**src/sv/lsgcd_pkg.sv**
```systemverilog
// lsgcd_pkg: shared constants, status codes and reset tables for the change dispenser
// used by limited_stock_greedy_change_dispenser and its checker, no dependencies
package lsgcd_pkg;

    localparam int NUM_SLOTS     = 5;
    localparam int NUM_REGS      = 5;
    localparam int NUM_OUT_SLOTS = 5;
    localparam int SLOT_W        = (NUM_SLOTS > 1) ? $clog2(NUM_SLOTS) : 1;

    localparam int AMOUNT_W = 20;
    localparam int VALUE_W  = 16;
    localparam int COUNT_W  = 16;
    localparam int STATUS_W = 2;
    localparam int CFG_IDX_W = 3;

    localparam int DIV_STEPS = AMOUNT_W;
    localparam int BIT_W     = $clog2(DIV_STEPS);

    typedef logic [VALUE_W-1:0]  t_value;
    typedef logic [COUNT_W-1:0]  t_count;
    typedef logic [AMOUNT_W-1:0] t_amount;
    typedef logic [STATUS_W-1:0] t_status;

    localparam t_status ST_DISPENSED = 2'd0;
    localparam t_status ST_REFUSED   = 2'd1;
    localparam t_status ST_ACCEPTED  = 2'd2;
    localparam t_status ST_UNKNOWN   = 2'd3;

    localparam logic ACT_WITHDRAW = 1'b0;
    localparam logic ACT_DEPOSIT  = 1'b1;

    function automatic t_value f_value_reset(input int slot);
        t_value v;
        unique case (slot)
            0:       v = 16'd10;
            1:       v = 16'd20;
            2:       v = 16'd100;
            3:       v = 16'd200;
            4:       v = 16'd500;
            default: v = '0;
        endcase
        return v;
    endfunction

    function automatic t_count f_stock_reset(input int slot);
        t_count c;
        unique case (slot)
            0:       c = 16'd10;
            1:       c = 16'd20;
            2:       c = 16'd0;
            3:       c = 16'd200;
            4:       c = 16'd50;
            default: c = '0;
        endcase
        return c;
    endfunction

endpackage

```
**src/sv/limited_stock_greedy_change_dispenser.sv**
```systemverilog
// limited_stock_greedy_change_dispenser: note stock per slot, greedy withdraw, deposit
// depends on lsgcd_pkg; one shared restoring divider and one 16x16 multiplier
//
//  channel | direction | handshake                | payload
//  in      | to block  | i_in_valid / o_in_ready  | action, withdraw_amount, deposit_*
//  out     | from block| o_out_valid / i_out_ready| status, notes_slot_0..4
//  cfg     | to block  | i_cfg_valid / o_cfg_ready| i_cfg_index, i_cfg_data
//
// deposit: the deposit state loads the result word once the result register is free
// withdraw: per slot a check that skips the slot, or a 20-step divider, multiply and subtract;
// the finish state then loads the result word once the result register is free
// the shared divider gives one quotient bit per cycle
// a new word is taken only when the previous one is done; a full result register holds the last step
// reset is synchronous active low and restores face values and note stock
module limited_stock_greedy_change_dispenser (
    input  logic                            i_clk,
    input  logic                            i_rst_n,
    input  logic                            i_in_valid,
    output logic                            o_in_ready,
    input  logic                            i_action,
    input  logic [lsgcd_pkg::AMOUNT_W-1:0]  i_withdraw_amount,
    input  logic [lsgcd_pkg::VALUE_W-1:0]   i_deposit_denomination,
    input  logic [lsgcd_pkg::COUNT_W-1:0]   i_deposit_count,
    output logic                            o_out_valid,
    input  logic                            i_out_ready,
    output logic [lsgcd_pkg::STATUS_W-1:0]  o_status,
    output logic [lsgcd_pkg::COUNT_W-1:0]   o_notes_slot_0,
    output logic [lsgcd_pkg::COUNT_W-1:0]   o_notes_slot_1,
    output logic [lsgcd_pkg::COUNT_W-1:0]   o_notes_slot_2,
    output logic [lsgcd_pkg::COUNT_W-1:0]   o_notes_slot_3,
    output logic [lsgcd_pkg::COUNT_W-1:0]   o_notes_slot_4,
    input  logic                            i_cfg_valid,
    output logic                            o_cfg_ready,
    input  logic [lsgcd_pkg::CFG_IDX_W-1:0] i_cfg_index,
    input  logic [lsgcd_pkg::VALUE_W-1:0]   i_cfg_data
);

    localparam logic [2:0] S_IDLE  = 3'd0;
    localparam logic [2:0] S_CHECK = 3'd1;
    localparam logic [2:0] S_DIV   = 3'd2;
    localparam logic [2:0] S_MUL   = 3'd3;
    localparam logic [2:0] S_SUB   = 3'd4;
    localparam logic [2:0] S_FIN   = 3'd5;
    localparam logic [2:0] S_DEP   = 3'd6;

    logic [2:0] r_state, n_state;

    lsgcd_pkg::t_value  r_denom [lsgcd_pkg::NUM_SLOTS];
    lsgcd_pkg::t_count  r_stock [lsgcd_pkg::NUM_SLOTS];
    lsgcd_pkg::t_count  r_take  [lsgcd_pkg::NUM_SLOTS];

    logic [lsgcd_pkg::SLOT_W-1:0] r_slot;
    lsgcd_pkg::t_amount           r_rest;
    lsgcd_pkg::t_amount           r_div;
    lsgcd_pkg::t_value            r_rem;
    logic [lsgcd_pkg::BIT_W-1:0]  r_bit;
    logic [2*lsgcd_pkg::VALUE_W-1:0] r_prod;
    logic                         r_zero;
    lsgcd_pkg::t_value            r_dep_value;
    lsgcd_pkg::t_count            r_dep_count;

    logic                 r_out_valid;
    lsgcd_pkg::t_status   r_out_status;
    lsgcd_pkg::t_count    r_out_notes [lsgcd_pkg::NUM_OUT_SLOTS];

    logic                 w_accept;
    logic                 w_out_free;
    logic                 w_out_load;
    lsgcd_pkg::t_value    w_d;
    logic                 w_skip;
    logic [lsgcd_pkg::VALUE_W:0] w_trial;
    logic                 w_ge;
    lsgcd_pkg::t_count    w_stock_cur;
    lsgcd_pkg::t_count    w_take;
    logic                 w_dep_hit;
    logic [lsgcd_pkg::SLOT_W-1:0] w_dep_slot;
    logic                 w_last_bit;

    assign w_accept    = i_in_valid && o_in_ready;
    assign w_out_free  = !r_out_valid || i_out_ready;
    assign w_out_load  = ((r_state == S_FIN) || (r_state == S_DEP)) && w_out_free;
    assign o_in_ready  = (r_state == S_IDLE);
    assign o_cfg_ready = 1'b1;

    assign w_d         = r_denom[r_slot];
    assign w_stock_cur = r_stock[r_slot];
    assign w_skip      = (w_d == '0) || ({{(lsgcd_pkg::AMOUNT_W-lsgcd_pkg::VALUE_W){1'b0}}, w_d}
                         > r_rest);
    assign w_trial     = {r_rem, r_div[lsgcd_pkg::AMOUNT_W-1]};
    assign w_ge        = (w_trial >= {1'b0, w_d});
    assign w_last_bit  = (r_bit == lsgcd_pkg::BIT_W'(lsgcd_pkg::DIV_STEPS - 1));
    assign w_take      = (r_div < {{(lsgcd_pkg::AMOUNT_W-lsgcd_pkg::COUNT_W){1'b0}}, w_stock_cur})
                         ? r_div[lsgcd_pkg::COUNT_W-1:0] : w_stock_cur;

    // lowest matching slot wins
    always_comb begin
        w_dep_hit  = 1'b0;
        w_dep_slot = '0;
        for (int i = lsgcd_pkg::NUM_SLOTS - 1; i >= 0; i--) begin
            if (r_denom[i] != '0 && r_denom[i] == r_dep_value) begin
                w_dep_hit  = 1'b1;
                w_dep_slot = lsgcd_pkg::SLOT_W'(i);
            end
        end
    end

    always_comb begin
        n_state = r_state;
        unique case (r_state)
            S_IDLE: begin
                if (w_accept) begin
                    if (i_action == lsgcd_pkg::ACT_DEPOSIT) begin
                        n_state = S_DEP;
                    end else if (i_withdraw_amount == '0) begin
                        n_state = S_FIN;
                    end else begin
                        n_state = S_CHECK;
                    end
                end
            end
            S_CHECK: begin
                if (!w_skip) begin
                    n_state = S_DIV;
                end else if (r_slot == '0) begin
                    n_state = S_FIN;
                end
            end
            S_DIV: begin
                if (w_last_bit) begin
                    n_state = S_MUL;
                end
            end
            S_MUL: n_state = S_SUB;
            S_SUB: n_state = (r_slot == '0) ? S_FIN : S_CHECK;
            S_FIN: begin
                if (w_out_free) begin
                    n_state = S_IDLE;
                end
            end
            S_DEP: begin
                if (w_out_free) begin
                    n_state = S_IDLE;
                end
            end
            default: n_state = S_IDLE;
        endcase
    end

    always_ff @(posedge i_clk) begin
        if (!i_rst_n) begin
            r_state     <= S_IDLE;
            r_out_valid <= 1'b0;
            for (int i = 0; i < lsgcd_pkg::NUM_SLOTS; i++) begin
                r_denom[i] <= lsgcd_pkg::f_value_reset(i);
                r_stock[i] <= lsgcd_pkg::f_stock_reset(i);
            end
        end else begin
            r_state <= n_state;

            if (w_out_load) begin
                r_out_valid <= 1'b1;
            end else if (r_out_valid && i_out_ready) begin
                r_out_valid <= 1'b0;
            end

            if (i_cfg_valid && o_cfg_ready) begin
                for (int i = 0; i < lsgcd_pkg::NUM_SLOTS && i < lsgcd_pkg::NUM_REGS; i++) begin
                    if (i_cfg_index == lsgcd_pkg::CFG_IDX_W'(i)) begin
                        r_denom[i] <= i_cfg_data;
                    end
                end
            end

            unique case (r_state)
                S_IDLE: begin
                    if (w_accept) begin
                        r_rest      <= i_withdraw_amount;
                        r_zero      <= (i_withdraw_amount == '0);
                        r_dep_value <= i_deposit_denomination;
                        r_dep_count <= i_deposit_count;
                        r_slot      <= lsgcd_pkg::SLOT_W'(lsgcd_pkg::NUM_SLOTS - 1);
                        for (int i = 0; i < lsgcd_pkg::NUM_SLOTS; i++) begin
                            r_take[i] <= '0;
                        end
                    end
                end
                S_CHECK: begin
                    if (!w_skip) begin
                        r_div <= r_rest;
                        r_rem <= '0;
                        r_bit <= '0;
                    end else if (r_slot != '0) begin
                        r_slot <= r_slot - 1'b1;
                    end
                end
                S_DIV: begin
                    r_rem <= w_ge ? lsgcd_pkg::VALUE_W'(w_trial - {1'b0, w_d})
                                  : w_trial[lsgcd_pkg::VALUE_W-1:0];
                    r_div <= {r_div[lsgcd_pkg::AMOUNT_W-2:0], w_ge};
                    r_bit <= r_bit + 1'b1;
                end
                S_MUL: begin
                    r_take[r_slot] <= w_take;
                    r_prod         <= w_take * w_d;
                end
                S_SUB: begin
                    r_rest <= r_rest - r_prod[lsgcd_pkg::AMOUNT_W-1:0];
                    if (r_slot != '0) begin
                        r_slot <= r_slot - 1'b1;
                    end
                end
                S_FIN: begin
                    if (w_out_free) begin
                        for (int j = 0; j < lsgcd_pkg::NUM_OUT_SLOTS; j++) begin
                            r_out_notes[j] <= (r_rest == '0 && !r_zero
                                               && j < lsgcd_pkg::NUM_SLOTS) ? r_take[j] : '0;
                        end
                        if (r_rest == '0 && !r_zero) begin
                            r_out_status <= lsgcd_pkg::ST_DISPENSED;
                            for (int i = 0; i < lsgcd_pkg::NUM_SLOTS; i++) begin
                                r_stock[i] <= r_stock[i] - r_take[i];
                            end
                        end else begin
                            r_out_status <= lsgcd_pkg::ST_REFUSED;
                        end
                    end
                end
                S_DEP: begin
                    if (w_out_free) begin
                        r_out_status <= w_dep_hit ? lsgcd_pkg::ST_ACCEPTED
                                                  : lsgcd_pkg::ST_UNKNOWN;
                        for (int j = 0; j < lsgcd_pkg::NUM_OUT_SLOTS; j++) begin
                            r_out_notes[j] <= '0;
                        end
                        // saturating add into the matching slot
                        for (int i = 0; i < lsgcd_pkg::NUM_SLOTS; i++) begin
                            if (w_dep_hit && w_dep_slot == lsgcd_pkg::SLOT_W'(i)) begin
                                r_stock[i] <= (({1'b0, r_stock[i]} + {1'b0, r_dep_count})
                                               > {1'b0, {lsgcd_pkg::COUNT_W{1'b1}}})
                                              ? {lsgcd_pkg::COUNT_W{1'b1}}
                                              : r_stock[i] + r_dep_count;
                            end
                        end
                    end
                end
                default: ;
            endcase
        end
    end

    assign o_out_valid    = r_out_valid;
    assign o_status       = r_out_status;
    assign o_notes_slot_0 = r_out_notes[0];
    assign o_notes_slot_1 = r_out_notes[1];
    assign o_notes_slot_2 = r_out_notes[2];
    assign o_notes_slot_3 = r_out_notes[3];
    assign o_notes_slot_4 = r_out_notes[4];

endmodule

```
**config.mk**
```make
export PLATFORM = sky130hd
export DESIGN_NAME = limited_stock_greedy_change_dispenser
export DESIGN_NICKNAME = d
export VERILOG_FILES = /design/src/sv/lsgcd_pkg.sv /design/src/sv/limited_stock_greedy_change_dispenser.sv
export SDC_FILE = /design/constraint.sdc
export NUM_CORES = 2
export LEC_CHECK = 0
export BUFFER_PORTS_ARGS = -buffer_cell sky130_fd_sc_hd__clkbuf_2
export CAP_MARGIN = 20
export CORE_ASPECT_RATIO = 2
export CORE_MARGIN = 4
export CORE_UTILIZATION = 63
export CTS_CLUSTER_DIAMETER = 80
export DETAILED_ROUTE_END_ITERATION = 12
export PLACE_DENSITY = 0.9
export REMOVE_ABC_BUFFERS = 1
export SLEW_MARGIN = 20
export SYNTH_ARGS = -nofsm -noshare
export SYNTH_HDL_FRONTEND = slang
export SYNTH_SLANG_ARGS = --single-unit
```
**constraint.sdc**
```tcl
create_clock -name i_clk -period 10.6 [get_ports i_clk]
set_input_delay 1.06 -clock i_clk [delete_from_list [all_inputs] [get_ports i_clk]]
set_output_delay 1.06 -clock i_clk [all_outputs]
set_load 0.02 [all_outputs]
```
==> results.yml <==
status:
  run_status: "finished clean"
die:
  dieArea_sq_mm: 0.0577
  die_y_um: 336
  rows: 119
  ioPinCount: 162
  initial_core_util_pct: 64.0
  placeableCoreArea_sq_mm: 0.0529
  dieWidth_um: 172
clock_tree:
  cts.sinks: 446
  clk-insertion-delay-late_ns: 0.62
  cts.reportedPaths.clkPinSlew_ns: 0.08
  cts_resized: 0
  cts_tree: "built"
  cts_hold_buf: 0
  cts_setup_buffers: 0
  cts_buffer_depth: 3
  ctsHtreeMaxLevel: 2
  clock-root-buffer: "clkbuf_16"
  cts_inserted_buffers: 42
finish:
  final_common_cell: "edfxtp_1"
  syn2layout_area_growth_pct: 8.86
  final_cell_mix: "439 x edfxtp_1, 364 x inv_1, 295 x nor2_1"
  fillers: 3763
  drive_gt1_share_pct: 11.1
  nets: 3932
sta:
  fin_tns_setup_ns: 0
  fin_crit_sh_pct: 95.4
  hold_viol: 0
  fmax_mhz: 98.9
  worst_pin_slew_ns: 1.13
  rsz0062_at_grt: "no"
  min_period_ns: 10.11
  slew_violations: 0
  relSlewSlack_pct: 24.2
  finalSetupViolations: 0
  finClkSkew_ns: 0.0253
setup_path:
  arrival_ns: 10.47
  path_common_cell: "fa_1"
  path_max_fanout: 19
  worstSetupEndpointType: "register"
  crit_type: "register to register"
  cp.required_ns: 10.96
  crit_slowest_cell: "o21a_1"
  slowest_delay_ns: 0.89
  critPathLaunchType: "register"
logic_synthesis:
  synth_cells: 3303
  synth.avg_cell_area_sq_um: 10.2
  yosysUniqueCellTypes: 75
  synth_edf_count: 439
  ys_warn_count: 0
  synth_flop_cell: "edfxtp_1"
  ys_ff_latch: 446
  synthArstFlopShare_pct: 0
  syn_area_sq_mm: 0.0338
  yosysSeqAreaShare_pct: 39.4
grt:
  antenna_found_initial: 4
  grt_overflow_total: 0
  grt_max_degree: 85
  grt_pass1_wl_mm: 164
  track_usage_pct: 38.5
  grt_pass1_vias: 28300
place:
  gp_congestion: 1.07
  dp_hpwl_mm: 84.0
  port_buffers: 160
flow_run:
  max_cap_violations: 0
drt:
  first_pass_iters: 6
  wire_per_inst_um: 26.6
  via_per_inst: 6.60
  drtIter0Drc: 2374
  routed-via-count: 27300
  drc: 0
  wirelength_mm: 110
  postRouteAntennaNets: 0
worst_hold_path:
  hp-class: "register to register"
cells by family (layout without fill, tap and decap cells):
logic type | after synthesis | after routing | share of synthesized area, %
XOR/XNOR | 266 | 266 | 7.05
AND/OR/NAND/NOR | 957 | 957 | 13.4
buffers and inverters | 491 | 650 | 5.53
AO/OA/AOI/OAI | 602 | 602 | 11.0
multiplexers | 116 | 116 | 4.78
adder cells (fa/ha/maj) | 424 | 424 | 18.9
other | 1 | 6 | 0.0111
flip-flops | 446 | 446 | 39.4
cell type report:
class / count / area [sq um] / area share (%)
antenna: 5 / 12.5 / 0.0340
tap: 665 / 832 / 2.26
multi-input combinational: 2366 / 18700 / 50.9
clock inverter: 30 / 320 / 0.870
clock buffer: 45 / 1080 / 2.94
sequential: 446 / 13300 / 36.2
timing repair buffer: 206 / 1140 / 3.10
inverter: 369 / 1390 / 3.76
routing by layer:
| metal | track usage, % | routed length, um | up-vias |
|---|---|---|---|
| li1 | - | - | 11900 |
| met1 | 36.5 | 32000 | 13000 |
| met3 | 8.18 | 8640 | 725 |
| met5 | 0 | 0 | - |
| met2 | 65.3 | 54100 | 1620 |
| met4 | 39.6 | 15300 | 0 |
metrics by stage:
step | util [%] | setup WS (ns) | hold slack (ns) | area, sq um | std cells
after detailed placement | 67.0 | 0.878 | 0.563 | 35400 | 4051
final | 69.7 | 0.487 | 0.577 | 36800 | 4132
after global placement | 67.0 | 1.18 | 0.555 | 35400 | 4051
after CTS | 69.6 | 0.878 | 0.578 | 36800 | 4126
after floorplan | - | 0.423 | 0.548 | 33300 | 3181
after global routing | 69.7 | 0.0597 | 0.601 | 36800 | 4128
registers in the layout, indices dropped and copies added, names as in the netlist, named ones only:
register     flops
r_out_notes     80
r_rem           16
r_stock         80
r_state          3
r_denom         80
r_bit            5
o_out_valid      1
r_dep_count     16
r_div           20
r_take          80
r_dep_value     16
r_rest          20
r_zero           1
o_status         2
r_prod          20
r_slot           3
synth_stat cells, drive strengths merged, types with 32 or more instances:
| cell type | count | area (sq um) |
|---|---|---|
| ha | 281 | 3520 |
| clkbuf | 108 | 405 |
| nor3 | 60 | 305 |
| nand2b | 42 | 263 |
| mux2i | 43 | 430 |
| xnor2 | 143 | 1250 |
| mux2 | 41 | 465 |
| fa | 143 | 2860 |
| o21ai | 228 | 1140 |
| and3 | 95 | 594 |
| a21o | 57 | 428 |
| a21oi | 134 | 674 |
| nand3 | 54 | 270 |
| edfxtp | 439 | 13200 |
| nand4 | 32 | 200 |
| nor2 | 297 | 1110 |
| mux4 | 32 | 721 |
| nor4 | 46 | 288 |
| inv | 366 | 1370 |
| nand2 | 237 | 890 |
| xor2 | 119 | 1040 |
critical path, delay by kind of cell (launching register included):
kind            cells  cell delay, ns
simple gates        4            1.22
xor+xnor            1            0.18
compound gates      9            3.10
fa+ha+maj           8            3.38
buf+inv             5            0.41
mux                 2            0.71
flops               1            0.84
final timing paths:
check / startpoint / endpoint / slack, ns / cells past startpoint
setup / recovery: register / r_prod[19] / 0.49 / 29
hold / removal: r_take[4][14] / r_out_notes[0][78] / 0.58 / 1
setup reg to reg: register / r_prod[19] / 0.49 / 29
hold reg to reg: r_take[4][14] / r_out_notes[0][78] / 0.58 / 1
Power is left out: the tool's default activity adds up to more than one toggle a clock period on the data nets, which glitch-free logic cannot reach.
